$ cat config.mk
export PLATFORM = sky130hd
export DESIGN_NAME = sem_ram
export DESIGN_NICKNAME = d
export VERILOG_FILES = /design/src/rtl/sem_ram.sv
export SDC_FILE = /design/constraint.sdc
export NUM_CORES = 1
export LEC_CHECK = 0
export BUFFER_PORTS_ARGS = -buffer_cell sky130_fd_sc_hd__buf_2
export CAP_MARGIN = 20
export CORE_AREA = 2 2 117 119
export CTS_CLUSTER_SIZE = 12
export DETAILED_ROUTE_END_ITERATION = 12
export DIE_AREA = 0 0 119 121
export HOLD_SLACK_MARGIN = 0.1
export PLACE_DENSITY = 0.55
export SYNTH_ARGS = -nofsm -noshare
export SYNTH_HDL_FRONTEND = slang
export SYNTH_SLANG_ARGS = --single-unit
export TNS_END_PERCENT = 50
$ cat constraint.sdc
create_clock -name clk -period 2.5 [get_ports clk]
set_input_delay 0.5 -clock clk [delete_from_list [all_inputs] [get_ports clk]]
set_output_delay 0.5 -clock clk [all_outputs]
set_load 0.01 [all_outputs]
$ cat src/rtl/sem_ram.sv
module sem_ram #(
  parameter int WIDTH = 8,
  parameter int DEPTH = 16
) (
  input  logic                     clk,
  input  logic                     we,
  input  logic [$clog2(DEPTH)-1:0] waddr,
  input  logic [WIDTH-1:0]         wdata,
  input  logic [$clog2(DEPTH)-1:0] raddr,
  output logic [WIDTH-1:0]         rdata
);

  logic [WIDTH-1:0] mem [DEPTH];

  always_ff @(posedge clk) begin
    if (we) begin
      mem[waddr] <= wdata;
    end
    rdata <= mem[raddr];
  end

endmodule

==> impl_results.md <==
* Status: finished clean
* Setup Skew at 0.007680 ns
* Nets@finish at 300
* Cell Area, Synth at 5147 sq um
* FFs w/ async S/R, synth at 0%
* Slew headroom at 55.19%
* RSZ-0062 raised after global routing: no
* H-tree levels at 4
* Diodes inserted at 0
* MaxCap Viol Count at 0
* GRT Util Overall at 15.47%
* P&R area growth vs syn at 20.27%
* Port-buffer cells at 25
* Crit Path Max Fanout at 32
* Total die area at 14,400 sq um
* Height of the die at 121 microns
* Critical path buffers and inverters at 2
* DRC at 0
* Synth unique cells at 19
* Seq/Total Area, Yosys at 77.78%
* Cts repair resizes at 0
* Routed WL per cell at 21.41 microns
* Worst Setup SP: raddr[0]
* Average footprint of a synthesized cell at 22.48 sq um
* Leakage power at 2.106 nW
* Fin. max-slew vios at 0
* Drt first pass iters at 4
* Routed WL at 10,080 microns
* CP Class: in -> reg
* Setup Viol. Count Final at 0
* CTS Hold Bufs at 0
* Post-synthesis register bit count at 136
* Vias/cell at 5.100
* Worst vdd ir at 0.5167 mV
* Starting Density at 39.34%
* Hold path cells at 1
* Clock tree buffer depth at 2
* Top Family by Delay on Critical Path: multiplexers
* Cts bufs inserted at 17
* Synth warn at 0
* Slowest CP cell: mux4_1
* Number of synthesized flops with an enable pin at 128
* Initial antenna violation count at 1
* Row count at 42
* Vias at 2,402
* Crit path depth at 5
* Fin crit period at 1.567 ns
* Reg2Reg Setup Slack at 1.11 ns
* Cell Pwr Density at 874.5 nW/um^2
* CTS tree: built
* Total power at 5.414 mW
* Worst path cell trace: buf_2 -> buf_12 -> mux4_1 -> a22oi_1 -> nand2_1
* Max incr delay on CP at 0.60 ns
* Post-DRT Antenna Nets at 0
* CP endpoint: rdata[5]
* Setup TNS at 0 ns
* Final Hold Vio Count at 0
* IO Pins at 26
* First-pass GRT wire length at 15,560 microns
* GP Congestion at 0.7028
* Die width at 119 microns
* DR iter-0 viols at 200
* Clock Pin Slew Worst Setup and Hold Paths at 0.06 ns
* Clk_lat worst skew at 0.41 ns
* CP Capture Type: register
* Worst Path Required at 2.79 ns
* Worst setup SP type: input port
* Worst Hold Class: in -> reg
* Syn_nets at 247
* Most frequent cells in the layout: 128 x edfxtp_1, 25 x buf_2, 18 x mux4_2
* Commonest non-fill, non-tap cell in the layout: edfxtp_1
* Slew @ Worst Pin at 0.6696 ns
* CTS root buf: clkbuf_16
* Maximum clock rate at 638.0 MHz
* Worst reg2reg path depth at 3
* Crit share post-route at 62.70%
* Vias in the first global route at 2,596
* Remaining Overflow, GRT at 0
* Clk sink count at 136
* # fillers at 1,096
* RR Startpoint: mem[1][5]
* Largest net degree at the start of global routing at 33
* Synth Instances at 229
* Dpl hpwl at 6353 microns
* Ys flop type: edfxtp_1
* Setup bufs post-CTS at 0
* Arrival time of the worst setup path at 1.85 ns
* Reg2Reg Capture Point: rdata[5]
* Layout cells sized above 1 at 29.83%
* Core ar. at 13,090 sq um
worst min path at each step:
stage,start,endpoint
global placement,mem[15][1],rdata[1]
detailed placement,mem[14][7],rdata[7]
global route,wdata[1],mem[1][1]
finish,wdata[7],mem[13][7]
CTS,wdata[1],mem[1][1]
floorplan,wdata[0],mem[0][0]
Yosys cell counts (all sizes together) (2+ instances only):
library cell	instances	area share, %
nor3	4	0.39
nor2	13	0.95
nand2	9	0.66
mux4	32	15
buf	7	1.1
nand3b	2	0.29
a22oi	16	2.3
dfxtp	8	3.1
clkdlybuf4s25	3	0.58
edfxtp	128	75
nand2b	2	0.24
worst register-to-register path, delay by kind of cell, from the launching register on:
kind | cells | cell delay (ns)
flip-flops | 1 | 0.37
AND/OR/NAND/NOR | 1 | 0.09
AO/OA/AOI/OAI | 1 | 0.29
multiplexers | 1 | 0.52
kinds of logic (layout without fill, tap and decap cells):
| group | after synthesis | in the layout | synth area share (%) |
|---|---|---|---|
| AND/OR/NAND/NOR | 35 | 35 | 3.184 |
| flip-flops | 136 | 136 | 77.78 |
| multiplexers | 32 | 32 | 15.02 |
| AO/OA/AOI/OAI | 16 | 16 | 2.334 |
| buffers and inverters | 10 | 76 | 1.677 |
registers in the layout, summed over array words and instances (netlist names):
register / flops
mem: 128
rdata: 8
metrics by stage:
stage	setup slack [ns]	instance area [sq um]	std cells	util, %	hold WS (ns)
global placement	0.4781	5574	439	42.60	0.6544
floorplan	0.5071	5147	229	-	0.5989
detailed placement	0.4812	5574	439	42.60	0.6555
global route	0.8509	6191	471	47.31	0.4861
CTS	0.9093	6191	471	47.31	0.4738
finish	0.9325	6191	471	47.31	0.4811
where the power goes:
| part | switching (mW) | leakage [nW] | total [mW] | internal [mW] |
|---|---|---|---|---|
| Clock | 0.861 | 0.302 | 2.61 | 1.75 |
| Sequential | 0.0166 | 1.22 | 2.57 | 2.55 |
| Combinational | 0.135 | 0.581 | 0.237 | 0.103 |
final cells by class:
class | instances | area (sq um) | area share (%)
Clock buffer | 20 | 436.7 | 7.053
Clock inverter | 12 | 180.2 | 2.910
Multi-Input combinational cell | 83 | 1057 | 17.08
Sequential cell | 136 | 4004 | 64.67
Tap cell | 176 | 220.2 | 3.557
Timing Repair Buffer | 44 | 292.8 | 4.729
routing by layer:
| metal | GRT usage (%) | wire length (microns) |
|---|---|---|
| met3 | 4.464 | 720 |
| met4 | 5.357 | 102 |
| met1 | 20.70 | 4328 |
| met5 | 0 | 13 |
| met2 | 24.43 | 4919 |
No activity file was read; power rests on OpenSTA's default activity.
